===== src/sv/scrpx_pkg.sv =====
`timescale 1ns / 1ps

package scrpx_pkg;

    localparam int ATTR_CELLS_DEF = 768;

    localparam logic [15:0] BITMAP_LO = 16'h4000;
    localparam logic [15:0] ATTR_LO   = 16'h5800;
    localparam logic [15:0] AREA_END  = 16'h5B00;

    localparam logic [15:0] BLUE_BASE_RST  = 16'd12;
    localparam logic [15:0] RED_BASE_RST   = 16'd24576;
    localparam logic [15:0] GREEN_BASE_RST = 16'd768;
    localparam logic [5:0]  OFFSET_X_RST   = 6'd32;
    localparam logic [5:0]  OFFSET_Y_RST   = 6'd24;

    localparam int TDATA_IN_W  = 24;
    localparam int TDATA_OUT_W = 40;

    typedef enum logic [2:0] {
        REG_BLUE_BASE  = 3'd0,
        REG_RED_BASE   = 3'd1,
        REG_GREEN_BASE = 3'd2,
        REG_OFFSET_X   = 3'd3,
        REG_OFFSET_Y   = 3'd4,
        REG_MONO_MODE  = 3'd5
    } cfg_index_t;

    // One decoded bitmap byte, ready to be sent out as eight pixels.
    typedef struct packed {
        logic [8:0]  x_start;
        logic [7:0]  y;
        logic [15:0] ink;
        logic [15:0] paper;
        logic [7:0]  bits;
    } pix_run_t;

    function automatic logic [15:0] mix_color(input logic [2:0] sel, input logic [15:0] b,
                                              input logic [15:0] r, input logic [15:0] g);
        logic [15:0] c;
        c = 16'd0;
        if (sel[0])
        begin
            c = c | b;
        end
        if (sel[1])
        begin
            c = c | r;
        end
        if (sel[2])
        begin
            c = c | g;
        end
        return c;
    endfunction

endpackage


===== src/sv/scrpx_serializer.sv =====
`timescale 1ns / 1ps

module scrpx_serializer
    import scrpx_pkg::*;
(
    input  logic                   clk,
    input  logic                   rst_n,
    input  logic                   load,
    input  pix_run_t               run,
    output logic                   load_ready,
    output logic                   m_tvalid,
    input  logic                   m_tready,
    output logic [TDATA_OUT_W-1:0] m_tdata,  // pixel_x[8:0], pixel_y[16:9], color[32:17]
    output logic                   m_tlast
);

    logic        valid_reg, valid_next;
    logic [2:0]  cnt_reg, cnt_next;
    logic [8:0]  x_reg, x_next;
    logic [7:0]  y_reg, y_next;
    logic [15:0] ink_reg, ink_next;
    logic [15:0] paper_reg, paper_next;
    logic [7:0]  bits_reg, bits_next;
    logic        beat;
    logic        at_end;
    logic [15:0] color;

    assign at_end     = (cnt_reg == 3'd7);
    assign beat       = valid_reg && m_tready;
    assign load_ready = !valid_reg || (m_tready && at_end);

    always_comb
    begin
        valid_next = valid_reg;
        cnt_next   = cnt_reg;
        x_next     = x_reg;
        y_next     = y_reg;
        ink_next   = ink_reg;
        paper_next = paper_reg;
        bits_next  = bits_reg;
        if (beat)
        begin
            cnt_next  = cnt_reg + 3'd1;
            x_next    = x_reg + 9'd1;
            bits_next = {bits_reg[6:0], 1'b0};
            if (at_end)
            begin
                valid_next = 1'b0;
            end
        end
        if (load && load_ready)
        begin
            valid_next = 1'b1;
            cnt_next   = 3'd0;
            x_next     = run.x_start;
            y_next     = run.y;
            ink_next   = run.ink;
            paper_next = run.paper;
            bits_next  = run.bits;
        end
    end

    always_ff @(posedge clk or negedge rst_n)
    begin
        if (!rst_n)
        begin
            valid_reg <= 1'b0;
            cnt_reg   <= 3'd0;
        end
        else
        begin
            valid_reg <= valid_next;
            cnt_reg   <= cnt_next;
        end
    end

    always_ff @(posedge clk)
    begin
        x_reg     <= x_next;
        y_reg     <= y_next;
        ink_reg   <= ink_next;
        paper_reg <= paper_next;
        bits_reg  <= bits_next;
    end

    assign color    = bits_reg[7] ? ink_reg : paper_reg;
    assign m_tvalid = valid_reg;
    assign m_tlast  = at_end;
    assign m_tdata  = {7'd0, color, y_reg, x_reg};

endmodule


===== config.mk =====
export PLATFORM = sky130hd
export DESIGN_NAME = scrpx_serializer
export DESIGN_NICKNAME = d
export VERILOG_FILES = /design/src/sv/scrpx_pkg.sv /design/src/sv/scrpx_serializer.sv
export SDC_FILE = /design/constraint.sdc
export NUM_CORES = 1
export LEC_CHECK = 0
export ABC_AREA = 1
export BUFFER_PORTS_ARGS = -buffer_cell sky130_fd_sc_hd__clkbuf_2
export CORE_UTILIZATION = 48
export CTS_CLUSTER_SIZE = 40
export DETAILED_ROUTE_END_ITERATION = 8
export GPL_ROUTABILITY_DRIVEN = 1
export PLACE_DENSITY = 0.88
export SLEW_MARGIN = 5
export SYNTH_ARGS = -nofsm -noshare
export SYNTH_HDL_FRONTEND = slang
export SYNTH_SLANG_ARGS = --single-unit

===== constraint.sdc =====
create_clock -name clk -period 2 [get_ports clk]
set_clock_uncertainty 0.1 [all_clocks]
set_input_delay 0.1 -clock clk [delete_from_list [all_inputs] [get_ports clk]]
set_output_delay 0.1 -clock clk [all_outputs]
set_load 0.1 [all_outputs]

# After elaboration in Yosys (flattened, before gate mapping)

Cells that the tools add are included.

Add/sub/neg operators: 2
Equality and inequality tests: 1
Muxes and demuxes: 10
Reductions and logical operators: 8

Operators with widths:

| cell                                         | count |
|---|---|
| two-way mux 9 bit                            | 2 |
| two-way mux 16 bit                           | 1 |
| two-way mux 8 bit                            | 2 |
| adder 9 x 1 -> 9 bit (second input constant) | 1 |
| two-way mux 3 bit                            | 2 |
| nonzero test 2 bit                           | 2 |
| adder 3 x 1 -> 3 bit (second input constant) | 1 |
| == test 3 bit (second input constant)        | 1 |
| logical AND 1 bit                            | 3 |
| two-way mux 1 bit                            | 3 |
| AND reduction 2 bit                          | 1 |
| logical NOT 1 bit                            | 1 |
| logical OR 1 bit                             | 1 |

Flip-flop bits (word level): 61
Output and inout bits: 43

# Logic depth before layout (Yosys ltp)

Gate-level depths: netlist (run 1).

Depth in word-level cells: 6
Mapped depth: 9
Mapped depth without buffers: 8

# Worst setup path before layout (run 1)

Ideal clock, no wire load.

Path kind: register to register
Start point: register cnt_reg[0]
End point: register ink_reg[0], enable pin
Data arrival time: 2.490 ns
Required time: 1.561 ns
Setup slack: -0.929 ns
Cell stages (with the launch flop): 8
Clock period less this slack: 2.929 ns
Cells stage by stage: dfrtp_1 ha_1 ha_1 nand2_1 nand2_2 nand2_4 inv_4 buf_6

Word-level cells in the longest chain between the ends: 4

RTL lines:

| element                | RTL line               | RTL |
|---|---|---|
| from (decl)            | scrpx_serializer.sv:18 | `logic [2:0] cnt_reg, cnt_next;` |
| from (signal assigned) | scrpx_serializer.sv:73 | `cnt_reg <= cnt_next;` |
| == test 3 bit          | scrpx_serializer.sv:28 | `assign at_end = (cnt_reg == 3'd7);` |
| net m_tlast            | scrpx_serializer.sv:14 | `output logic m_tlast` |
| logical AND 1 bit      | scrpx_serializer.sv:30 | `assign load_ready = !valid_reg \|\| (m_tready && at_end);` |
| logical OR 1 bit       | scrpx_serializer.sv:30 |  |
| net load_ready         | scrpx_serializer.sv:10 | `output logic load_ready,` |
| logical AND 1 bit      | scrpx_serializer.sv:51 | `if (load && load_ready)` |
| to (signal assigned)   | scrpx_serializer.sv:81 | `ink_reg <= ink_next;` |
| to (decl)              | scrpx_serializer.sv:21 | `logic [15:0] ink_reg, ink_next;` |

The timed path passes the listed nets, and every way through them passes these cells.
A chain may end at the register's enable or synchronous reset.

# Worst setup path after layout (run 1)

Start point: register cnt_reg[0]
End point: register x_reg[2] (data pin)

Word-level cells in the longest chain between the ends: 5

RTL lines:

| element              | RTL line               | RTL |
|---|---|---|
| == test 3 bit        | scrpx_serializer.sv:28 |  |
| logical AND 1 bit    | scrpx_serializer.sv:30 |  |
| logical OR 1 bit     | scrpx_serializer.sv:30 |  |
| logical AND 1 bit    | scrpx_serializer.sv:51 |  |
| two-way mux 9 bit    | scrpx_serializer.sv:51 |  |
| net x_next[2]        | scrpx_serializer.sv:19 | `logic [8:0] x_reg, x_next;` |
| to (signal assigned) | scrpx_serializer.sv:79 | `x_reg <= x_next;` |
| to (decl)            | scrpx_serializer.sv:19 |  |

The timed path passes the listed nets, and every way through them passes these cells.

==> results of run 1 <==
[where the power goes]
group          internal [mW]  leakage [nW]  switching, mW
Sequential              1.60         0.574          0.108
Combinational          0.369          1.03           1.18
Clock                  0.555        0.0899          0.459
Total                   2.52          1.69           1.74
[how the worst max path moves through the flow]
stage,start,to,slack [ns]
after floorplan,x_reg[0],x_reg[8],-0.17
after global placement,cnt_reg[0],x_reg[2],0.22
after detailed placement,cnt_reg[0],x_reg[2],0.14
after CTS,cnt_reg[0],load_ready,0.13
after global routing,cnt_reg[0],x_reg[2],0.01
final,cnt_reg[0],x_reg[2],0.10
[worst min-delay path, delay by kind of cell]
family / cells / cell delay [ns]
buf+inv: 1 / 0.11
simple gates: 3 / 0.19
[timing repair]
action | in CTS | in global routing
gates resized for setup | 0 | 0
hold buffers | 60 | 0
endpoints found under the hold margin | 62 | 0
[kinds of logic (layout without fill, tap and decap cells)]
logic type      count (synthesis)  after routing  synth area share
compound gates                  6              6            0.0153
xor+xnor                        1              1           0.00345
fa+ha+maj                       3              3            0.0148
buf+inv                        19            181            0.0473
flops                          61             61             0.713
mux                            16             16            0.0709
other cells                     1              7           0.00148
simple gates                   83             83             0.134
[cell usage in the layout (no fill, tap or decap), drive strengths merged]
| cell | instances |
|---|---|
| inv | 8 |
| edfxtp | 57 |
| clkinv | 4 |
| buf | 2 |
| nor2 | 6 |
| dfrtp | 4 |
| or2 | 1 |
| dlygate4sd3 | 60 |
| clkbuf | 105 |
| nand2 | 63 |
| o21bai | 2 |
| conb | 7 |
| mux2 | 16 |
| o21ai | 4 |
| xnor2 | 1 |
| ha | 3 |
| bufinv | 1 |
| clkinvlp | 1 |
| nand3 | 13 |
[layout make-up]
cell class                      instances  area, um2
Clock inverter                          6       55.1
Fill cell                             332       1220
Clock buffer                            9        124
Inverter                                8       35.0
Sequential cell                        61       1810
Timing Repair Buffer                  158       1100
Tap cell                               70       87.6
Multi-Input combinational cell        116        674
[metrics by stage]
stage          TNS, ns  hold slack [ns]
2_1_floorplan   -0.308           -0.296
3_3_place_gp         0           -0.193
3_5_place_dp         0           -0.191
4_1_cts              0          0.00914
5_1_grt              0           0.0365
6_report             0           0.0170
[layer usage]
layer | GRT usage | vias to the layer above
li1 | - | 974
met1 | 0.225 | 918
met2 | 0.431 | 75
met3 | 0.0375 | 18
met4 | 0.136 | 0
met5 | 0 | -
==> impl_metrics.py, run 1 <==
metrics = {
    "drt": {
        "via_count": 1985,
        "routed-wl-met3_um": 244,
        "highest_layer": "met4",
        "wl_met2_um": 3340,
        "firstDrtPassIters": 4,
        "finalWirelength_um": 6020,
        "met1Wirelength_um": 2240,
        "drc": 0,
        "avgRoutedWirePerCell_um": 14.1,
        "routed_via_density": 4.64,
        "drt_iter0_markers": 201,
        "antenna_left": 0,
    },
    "run": {
        "max_cap_violations": 0,
    },
    "timing": {
        "hold_viol": 0,
        "max_freq_mhz": 527,
        "relSlewSlack": 0.628,
        "setup-violations-final": 0,
        "tightest_slew_ns": 0.560,
        "rsz0062_at_grt": "no",
        "setup_ws_ns": 0.101,
        "fin_crit_ns": 1.90,
        "slew_violations": 0,
        "fin_crit_sh": 0.950,
    },
    "global_route": {
        "grt_usage": 0.225,
        "grt_max_degree": 59,
        "grt_pass1_vias": 1989,
        "antenna_found_initial": 0,
        "grt.overflow.total": 0,
        "grt_pass1_wl_um": 8830,
    },
    "critical_path": {
        "cp_cell_sequence": "ha_1, ha_4, nand2_4, nand2_8, nand2_8, inv_6, o21ai_0",
        "crit_top_cell": "nand2_8",
        "cp_data_required_time_ns": 1.96,
        "reg2reg_from": "cnt_reg[0]",
        "critical_path_cell_count": 7,
        "path_max_fanout": 58,
        "start_kind": "flip-flop",
        "critPathBufInv": 1,
        "rrSetupSlack_ns": 0.10,
        "end_kind": "flip-flop",
        "cp_slowest_stage_delay_ns": 0.38,
        "path_class": "flip-flop to flip-flop",
        "critPathSlowestCell": "dfrtp_1",
        "critical_path_arrival_ns": 1.86,
        "cpLargestDelayFamily": "flip-flops",
        "rr_endpoint": "x_reg[2]",
        "r2r_cells": 7,
    },
    "synthesis": {
        "synth.top_cell.area_share": 0.674,
        "yosysMostFrequentCell": "nand2_1",
        "avgSynthCellArea_um2": 13.4,
        "synth_top_cells_by_count": "nand2_1, edfxtp_1, mux2_2, nand3_1, buf_4",
        "syn_inst": 190,
        "synth_area_leaders": "edfxtp_1, nand2_1, mux2_2, dfrtp_1, nand3_1",
        "yosys_warnings": 0,
        "ys_seq_area_frac": 0.713,
        "postSynth.asyncResetShare": 0.0656,
        "syn-cell-area_um2": 2540,
        "synth_cell_types": 22,
        "yosys_register_bits": 61,
        "synth-edff-count": 57,
        "synthFlopType": "edfxtp_1",
        "synth_top_cell_by_area": "edfxtp_1",
    },
    "placed_design": {
        "placed_area_um2": 3110,
        "post-place-ws_ns": 0.140,
        "io_buffers": 96,
        "place.gp.congestion": 0.757,
        "dp_hpwl_um": 3350,
        "dp_cells": 353,
    },
    "final_layout": {
        "areaGrowthSynthToFinish_pct": 52.9,
        "final_cells": 428,
        "design_area_um2": 3880,
        "final_core_util": 0.761,
        "fin_nets": 418,
        "n_antenna_cell": 0,
        "layout-drive-gt1-share": 0.380,
    },
    "clock_network": {
        "cts-root-buf": "clkbuf_8",
        "postCtsSetupBuffers": 0,
        "clock-sinks": 61,
        "clockBufferDepth": 2,
        "clock_latency_ns": 0.33,
        "numCtsBuffers": 9,
        "cts_tree": "yes",
        "htreeDepth": 3,
        "clk_pin_slew_worst_paths_ns": 0.07,
    },
    "hold_path": {
        "hold_path_end": "m_tvalid",
        "whs_path_depth": 4,
        "min_from": "m_tready",
        "hold_path.class": "input pin to flip-flop",
    },
    "floorplanning": {
        "die_area_um2": 5590,
        "core_area_um2": 5110,
        "die_width_um": 74.8,
        "rows": 26,
        "start_util": 0.498,
        "dieHeight_um": 74.8,
        "ioPinCount": 104,
    },
    "run_status": {
        "status": "finished clean",
    },
    "power": {
        "peakVddDrop_mv": 0.752,
        "power_mw": 4.26,
        "power.density_nw_per_um2": 1100,
        "p_leak_nw": 1.69,
    },
}
(Power assumes the default switching activity.)
==> inputs of run 2 (changes only) <==
Settings changed: ABC_AREA 1 to default, ABC_CLOCK_PERIOD_IN_PS from default to 1700, CORE_UTILIZATION 48 to 43, PLACE_DENSITY 0.88 to 0.83.
Clock period 2 ns to 1.7 ns, I/O delays scaled along.
==> run 2 against run 1 <==
Compared with the run above:
- the flow now finishes with violations (negative setup slack)
- worst setup slack got worse by 0.22 ns
- first-iteration DRC count decreased by 29%
- critical path depth decreased by 1
- synthesized area about the same
- cell count decreased by 6.1%
- design area increased by 10%
- critical path type is now flip-flop to primary output
- register-to-register slack got worse by 0.22 ns
- non-clock buffer count increased by 10
- combinational power increased by 31%
- sequential cell count unchanged
- largest power group is now combinational logic
- clock power increased by 20%
- global-route usage increased by 0.43 points
==> impl_metrics.py, run 2 <==
metrics = {
    "timing": {
        "tightest_slew_ns": 0.553,
        "setup-violations-final": 13,
        "hold_viol": 0,
        "setup_ws_ns": -0.118,
        "fin_crit_ns": 1.82,
        "rsz0062_at_grt": "yes",
        "fin_crit_sh": 1.07,
        "slew_violations": 0,
        "max_freq_mhz": 550,
        "setup_tns_ns": -1.15,
        "relSlewSlack": 0.633,
    },
    "floorplanning": {
        "core_area_um2": 5610,
        "ioPinCount": 104,
        "start_util": 0.453,
        "dieHeight_um": 78.8,
        "die_area_um2": 6210,
        "die_width_um": 78.8,
        "rows": 27,
    },
    "hold_path": {
        "whs_path_depth": 3,
        "hold_path_end": "x_reg[5]",
        "min_from": "run[53]",
        "hold_path.class": "input pin to flip-flop",
    },
    "final_layout": {
        "fin_nets": 389,
        "multi_input_area_um2": 681,
        "n_antenna_cell": 0,
        "final_common_cell": "clkbuf_2",
        "fill_cells": 360,
        "layout_common_cells": "clkbuf_2, edfxtp_1, dlygate4sd3_1",
        "seqCellArea_um2": 1810,
        "areaGrowthSynthToFinish_pct": 68.7,
        "layout-drive-gt1-share": 0.494,
    },
    "synthesis": {
        "synthFlopType": "edfxtp_1",
        "synth_top_cells_by_count": "edfxtp_1, mux2_2, o21ai_0, buf_4, nand2_1",
        "syn_inst": 150,
        "yosysMostFrequentCell": "edfxtp_1",
        "yosys_register_bits": 61,
        "synth_cell_types": 28,
        "syn-cell-area_um2": 2540,
        "ys_seq_area_frac": 0.714,
        "postSynth.asyncResetShare": 0.0656,
        "synth_area_leaders": "edfxtp_1, mux2_2, dfrtp_1, mux2_4, buf_4",
        "synth-edff-count": 57,
        "yosys_warnings": 0,
        "avgSynthCellArea_um2": 16.9,
        "synth.top_cell.area_share": 0.674,
        "synth_top_cell_by_area": "edfxtp_1",
    },
    "placed_design": {
        "place.gp.congestion": 0.811,
        "post-place-ws_ns": -0.0975,
        "dp_hpwl_um": 4140,
        "io_buffers": 96,
    },
    "critical_path": {
        "start_kind": "flip-flop",
        "path_class": "flip-flop to primary output",
        "critical_path_cell_count": 6,
        "critPathSlowestCell": "dfrtp_1",
        "r2r_cells": 7,
        "path_max_fanout": 2,
        "end_kind": "primary output",
        "cpLargestDelayFamily": "flip-flops",
        "rrSetupSlack_ns": -0.12,
        "reg2reg_from": "cnt_reg[0]",
        "cp_data_required_time_ns": 1.51,
        "critical_path_arrival_ns": 1.63,
        "cp_slowest_stage_delay_ns": 0.39,
        "critPathBufInv": 3,
        "cp_cell_sequence": "ha_2, ha_4, a21boi_4, inv_8, buf_6, buf_12",
        "rr_endpoint": "bits_reg[6]",
    },
    "global_route": {
        "antenna_found_initial": 0,
        "grt_max_degree": 28,
        "grt_pass1_wl_um": 10400,
        "grt_pass1_vias": 2074,
        "grt_usage": 0.229,
        "grt.overflow.total": 0,
    },
    "clock_network": {
        "clockBufferDepth": 2,
        "numCtsBuffers": 9,
        "htreeDepth": 3,
        "clk_pin_slew_worst_paths_ns": 0.07,
        "cts_tree": "yes",
        "clock_latency_ns": 0.33,
        "clock-sinks": 61,
        "cts-root-buf": "clkbuf_8",
    },
    "drt": {
        "firstDrtPassIters": 4,
        "via_count": 1959,
        "drc": 0,
        "drt_iter0_markers": 142,
        "avgRoutedWirePerCell_um": 16.4,
        "antenna_left": 0,
        "routed_via_density": 4.87,
        "finalWirelength_um": 6590,
    },
    "power": {
        "p_leak_nw": 1.76,
        "peakVddDrop_mv": 0.866,
        "power.density_nw_per_um2": 1220,
    },
    "run_status": {
        "violations": "negative setup slack",
        "status": "finished with violations",
    },
    "run": {
        "max_cap_violations": 0,
    },
}
run 2: how the worst max path moves through the flow:
| stage | slack, ns | endpoint | startpoint |
|---|---|---|---|
| after floorplan | -0.59 | x_reg[8] | x_reg[1] |
| after global placement | -0.04 | x_reg[1] | cnt_reg[1] |
| after detailed placement | -0.1 | x_reg[1] | cnt_reg[1] |
| after CTS | -0.15 | load_ready | cnt_reg[0] |
| after global routing | -0.17 | bits_reg[4] | cnt_reg[0] |
| final | -0.12 | load_ready | cnt_reg[0] |
run 2: power by group:
group / internal (mW) / total [mW] / switching, mW
logic: 0.704 / 2.02 / 1.32
registers: 1.86 / 1.97 / 0.115
clock network: 0.668 / 1.21 / 0.542
run 2: cell type report:
cell class | count | share of cell area
multi-input combinational | 79 | 0.159
clock inverter | 5 | 0.0120
sequential | 61 | 0.423
timing repair buffer | 168 | 0.345
inverter | 6 | 0.00877
tap | 72 | 0.0210
clock buffer | 11 | 0.0307
run 2: stage by stage:
| step | utilization | power [mW] | area, um2 | hold WS [ns] | instances |
|---|---|---|---|---|---|
| global route | 0.763 | 5.38 | 4280 | 0.0497 | 402 |
| floorplan | - | 3.32 | 2610 | -0.311 | 156 |
| finish | 0.763 | 5.21 | 4280 | 0.0289 | 402 |
| CTS | 0.764 | 5.22 | 4290 | 0.00616 | 403 |
| global placement | 0.614 | 3.78 | 3440 | -0.206 | 325 |
| detailed placement | 0.614 | 3.84 | 3440 | -0.202 | 325 |
run 2: cells by family (layout without fill, tap and decap cells):
family / count (synthesis) / in the layout / share of synthesized area
other cells: 1 / 7 / 0.00148
compound gates: 16 / 16 / 0.0399
mux: 26 / 26 / 0.122
simple gates: 24 / 24 / 0.0537
xor+xnor: 3 / 3 / 0.0104
buf+inv: 16 / 190 / 0.0439
fa+ha+maj: 3 / 3 / 0.0148
flops: 61 / 61 / 0.714
run 2: per-layer routing:
| metal | share of wire | vias to the layer above | GRT usage |
|---|---|---|---|
| li1 | - | 908 | - |
| met1 | 0.39 | 933 | 0.256 |
| met2 | 0.51 | 100 | 0.407 |
| met3 | 0.064 | 18 | 0.0563 |
| met4 | 0.029 | 0 | 0.113 |
| met5 | 0 | - | 0 |
run 2: repair_timing:
action	4_1_cts	5_1_grt
resized for setup	14	2
hold endpoints to repair	59	0
pin swaps	3	2
endpoints found under the setup margin	52	61
hold buffers	57	0
buffers inserted	5	0
run 2: worst reg2reg max path, stage by stage, from the launching register on:
cell and delay [ns]:
dfrtp_1 0.39, ha_2 0.20, ha_4 0.17, a21boi_4 0.21
inv_8 0.06, nand2_8 0.08, inv_8 0.06, mux2_4 0.30
==> inputs of run 3 (changes only) <==
--- a/config.mk
+++ b/config.mk
@@ -7,10 +7,10 @@
 export LEC_CHECK = 0
 export ABC_CLOCK_PERIOD_IN_PS = 1700
-export BUFFER_PORTS_ARGS = -buffer_cell sky130_fd_sc_hd__clkbuf_2
-export CORE_UTILIZATION = 43
+export CORE_UTILIZATION = 56
 export CTS_CLUSTER_SIZE = 40
 export DETAILED_ROUTE_END_ITERATION = 8
+export DONT_BUFFER_PORTS = 1
 export GPL_ROUTABILITY_DRIVEN = 1
-export PLACE_DENSITY = 0.83
+export PLACE_DENSITY = 0.82
 export SLEW_MARGIN = 5
 export SYNTH_ARGS = -nofsm -noshare
--- a/constraint.sdc
+++ b/constraint.sdc
@@ -3,3 +3,3 @@
 set_input_delay 0.085 -clock clk [delete_from_list [all_inputs] [get_ports clk]]
 set_output_delay 0.085 -clock clk [all_outputs]
-set_load 0.1 [all_outputs]
+set_load 0.02 [all_outputs]
==> run 3 against run 2 <==
Compared with the run above:
- the run ends with negative hold slack, negative setup slack left
- hold slack lost 0.13 ns
- largest cell class unchanged
- critical path depth grew 1
- sequential share of layout area grew 9.1 points
- design area shrank 18%
- clock-buffer cell count grew 1
- critical endpoint is now bits_reg[6]
- clock power is essentially flat
- first-iteration DRC count shrank 23%
- critical path type is now flip-flop to flip-flop
- sequential power is essentially flat
- register-to-register slack gained 0.02 ns
==> impl_metrics.py, run 3 (same netlist as run 2, synthesis figures left out) <==
metrics = {
    "run_status": {
        "status": "finished with violations",
        "violations": "negative hold slack, negative setup slack",
    },
    "power": {
        "p_switching_mw": 1.13,
        "power_frac_comb": 0.232,
        "pwr-share-clk": 0.297,
        "seqPwrFrac": 0.471,
        "power.density_nw_per_um2": 1180,
        "p_int_mw": 3.02,
        "peakVddDrop_mv": 0.774,
        "switching_share": 0.271,
        "p_leak_nw": 1.30,
    },
    "timing": {
        "fin_crit_sh": 1.06,
        "slew_violations": 0,
        "setup_ws_ns": -0.101,
        "fin_crit_ns": 1.80,
        "rsz0062_at_grt": "yes",
        "max_freq_mhz": 555,
        "setup-violations-final": 30,
        "hold_viol": 4,
        "holdWs_ns": -0.0995,
    },
    "floorplanning": {
        "core_area_um2": 4350,
        "dieHeight_um": 69.3,
        "die_width_um": 69.3,
        "die_area_um2": 4810,
        "rows": 24,
        "ioPinCount": 104,
        "start_util": 0.583,
    },
    "clock_network": {
        "clockBufferDepth": 2,
        "cts_tree": "yes",
        "clock-sinks": 61,
        "cts_hold_buf": 57,
        "clock_latency_ns": 0.33,
        "htreeDepth": 3,
        "cts-root-buf": "clkbuf_8",
        "clk_pin_slew_worst_paths_ns": 0.06,
        "numCtsBuffers": 9,
    },
    "placed_design": {
        "placed_area_um2": 2700,
        "dp_cells": 217,
        "place.gp.congestion": 0.801,
        "post-place-ws_ns": -0.200,
        "dp_hpwl_um": 3330,
        "io_buffers": 0,
    },
    "global_route": {
        "grt_max_degree": 26,
        "grt_pass1_wl_um": 8690,
        "antenna_found_initial": 0,
        "grt.overflow.total": 0,
        "grt_usage": 0.247,
        "grt_pass1_vias": 1750,
    },
    "critical_path": {
        "cp_cell_sequence": "ha_2, ha_4, a21boi_4, inv_4, nand2_8, inv_8, mux2_4",
        "reg2reg_from": "cnt_reg[1]",
        "cp_slowest_stage_delay_ns": 0.39,
        "path_max_fanout": 11,
        "crit_start": "cnt_reg[1]",
        "cp_data_required_time_ns": 1.68,
        "critical_path_arrival_ns": 1.78,
        "path_class": "flip-flop to flip-flop",
        "critPathCapture": "bits_reg[6]",
        "start_kind": "flip-flop",
        "r2r_cells": 7,
        "critPathSlowestCell": "dfrtp_1",
        "end_kind": "flip-flop",
        "rr_endpoint": "bits_reg[6]",
        "rrSetupSlack_ns": -0.10,
    },
    "drt": {
        "antenna_left": 0,
        "avgRoutedWirePerCell_um": 18.9,
        "drt_iter0_markers": 110,
        "firstDrtPassIters": 4,
        "routed_via_density": 5.50,
        "drc": 0,
        "finalWirelength_um": 5560,
        "via_count": 1617,
    },
    "final_layout": {
        "fin_nets": 301,
        "n_antenna_cell": 0,
        "layout-drive-gt1-share": 0.306,
        "design_area_um2": 3520,
        "areaGrowthSynthToFinish_pct": 38.8,
        "layout_common_cells": "edfxtp_1, dlygate4sd3_1, buf_4",
        "final_cells": 294,
    },
    "hold_path": {
        "hold_path.class": "input pin to flip-flop",
    },
    "run": {
        "max_cap_violations": 0,
    },
}
## run 3: cell types whose count changed in the layout (fill, tap and decap cells not counted), moves of 2 or more
cell,delta
o21ai_1,-2
clkbuf_2,-78
nor3_2,+2
buf_4,+14
o21ai_0,+2
buf_12,-20
buf_6,-4
nor3_1,-2
## run 3: repair_timing
action / in CTS / in global routing
endpoints found under the hold margin: 62 / 4
resized for setup: 4 / 6
pin swaps: 3 / 3
buffers inserted: 5 / 0
endpoints found under the setup margin: 55 / 58
## run 3: cell type report
| class | count | area, um2 |
|---|---|---|
| multi-input combinational | 79 | 676 |
| timing repair buffer | 80 | 747 |
| tap | 52 | 65.1 |
| sequential | 61 | 1810 |
| clock buffer | 12 | 145 |
| fill | 236 | 830 |
| clock inverter | 4 | 47.5 |
| inverter | 6 | 32.5 |
## run 3: per-layer routing
layer / global-route usage / wire length, um / up-vias
met1: 0.265 / 2040 / 785
li1: - / - / 734
met3: 0.0698 / 373 / 15
met4: 0.147 / 133 / 0
met5: 0 / 0 / -
met2: 0.429 / 3020 / 83
## run 3: metrics by stage
stage	hold slack [ns]	TNS, ns	util	power, mW
floorplan	-0.311	-4.12	-	2.53
global placement	-0.310	-0.386	0.621	2.70
detailed placement	-0.310	-4.14	0.621	2.76
CTS	-0.109	-2.15	0.806	4.16
global route	-0.115	-3.68	0.809	4.33
finish	-0.0995	-1.05	0.809	4.15
## run 3: power by group through the flow
stage	registers (mW)	logic [mW]	clock network, mW
finish	1.96	0.962	1.23
detailed placement	1.98	0.782	0
global placement	1.97	0.730	0
CTS	1.95	0.942	1.26
global route	1.97	1.03	1.33
floorplan	2.05	0.487	0
## run 3: critical path: cells and delay by family (launching register included)
family                     cells  cell delay (ns)
AOI/OAI and AO/OA              1             0.17
adders and majority gates      2             0.38
buffers and inverters          2             0.13
DFF                            1             0.39
muxes                          1             0.30
and+or+nand+nor                1             0.08
## run 3: worst min-delay path by stage
stage | to | start | slack (ns) | depth (start not counted)
2_1_floorplan | cnt_reg[0] | rst_n | -0.31 | 0
4_1_cts | x_reg[4] | load | -0.11 | 2
5_1_grt | x_reg[4] | load | -0.11 | 2
6_report | x_reg[4] | load | -0.1 | 2
3_3_place_gp | m_tvalid | rst_n | -0.31 | 0
3_5_place_dp | m_tvalid | rst_n | -0.31 | 0
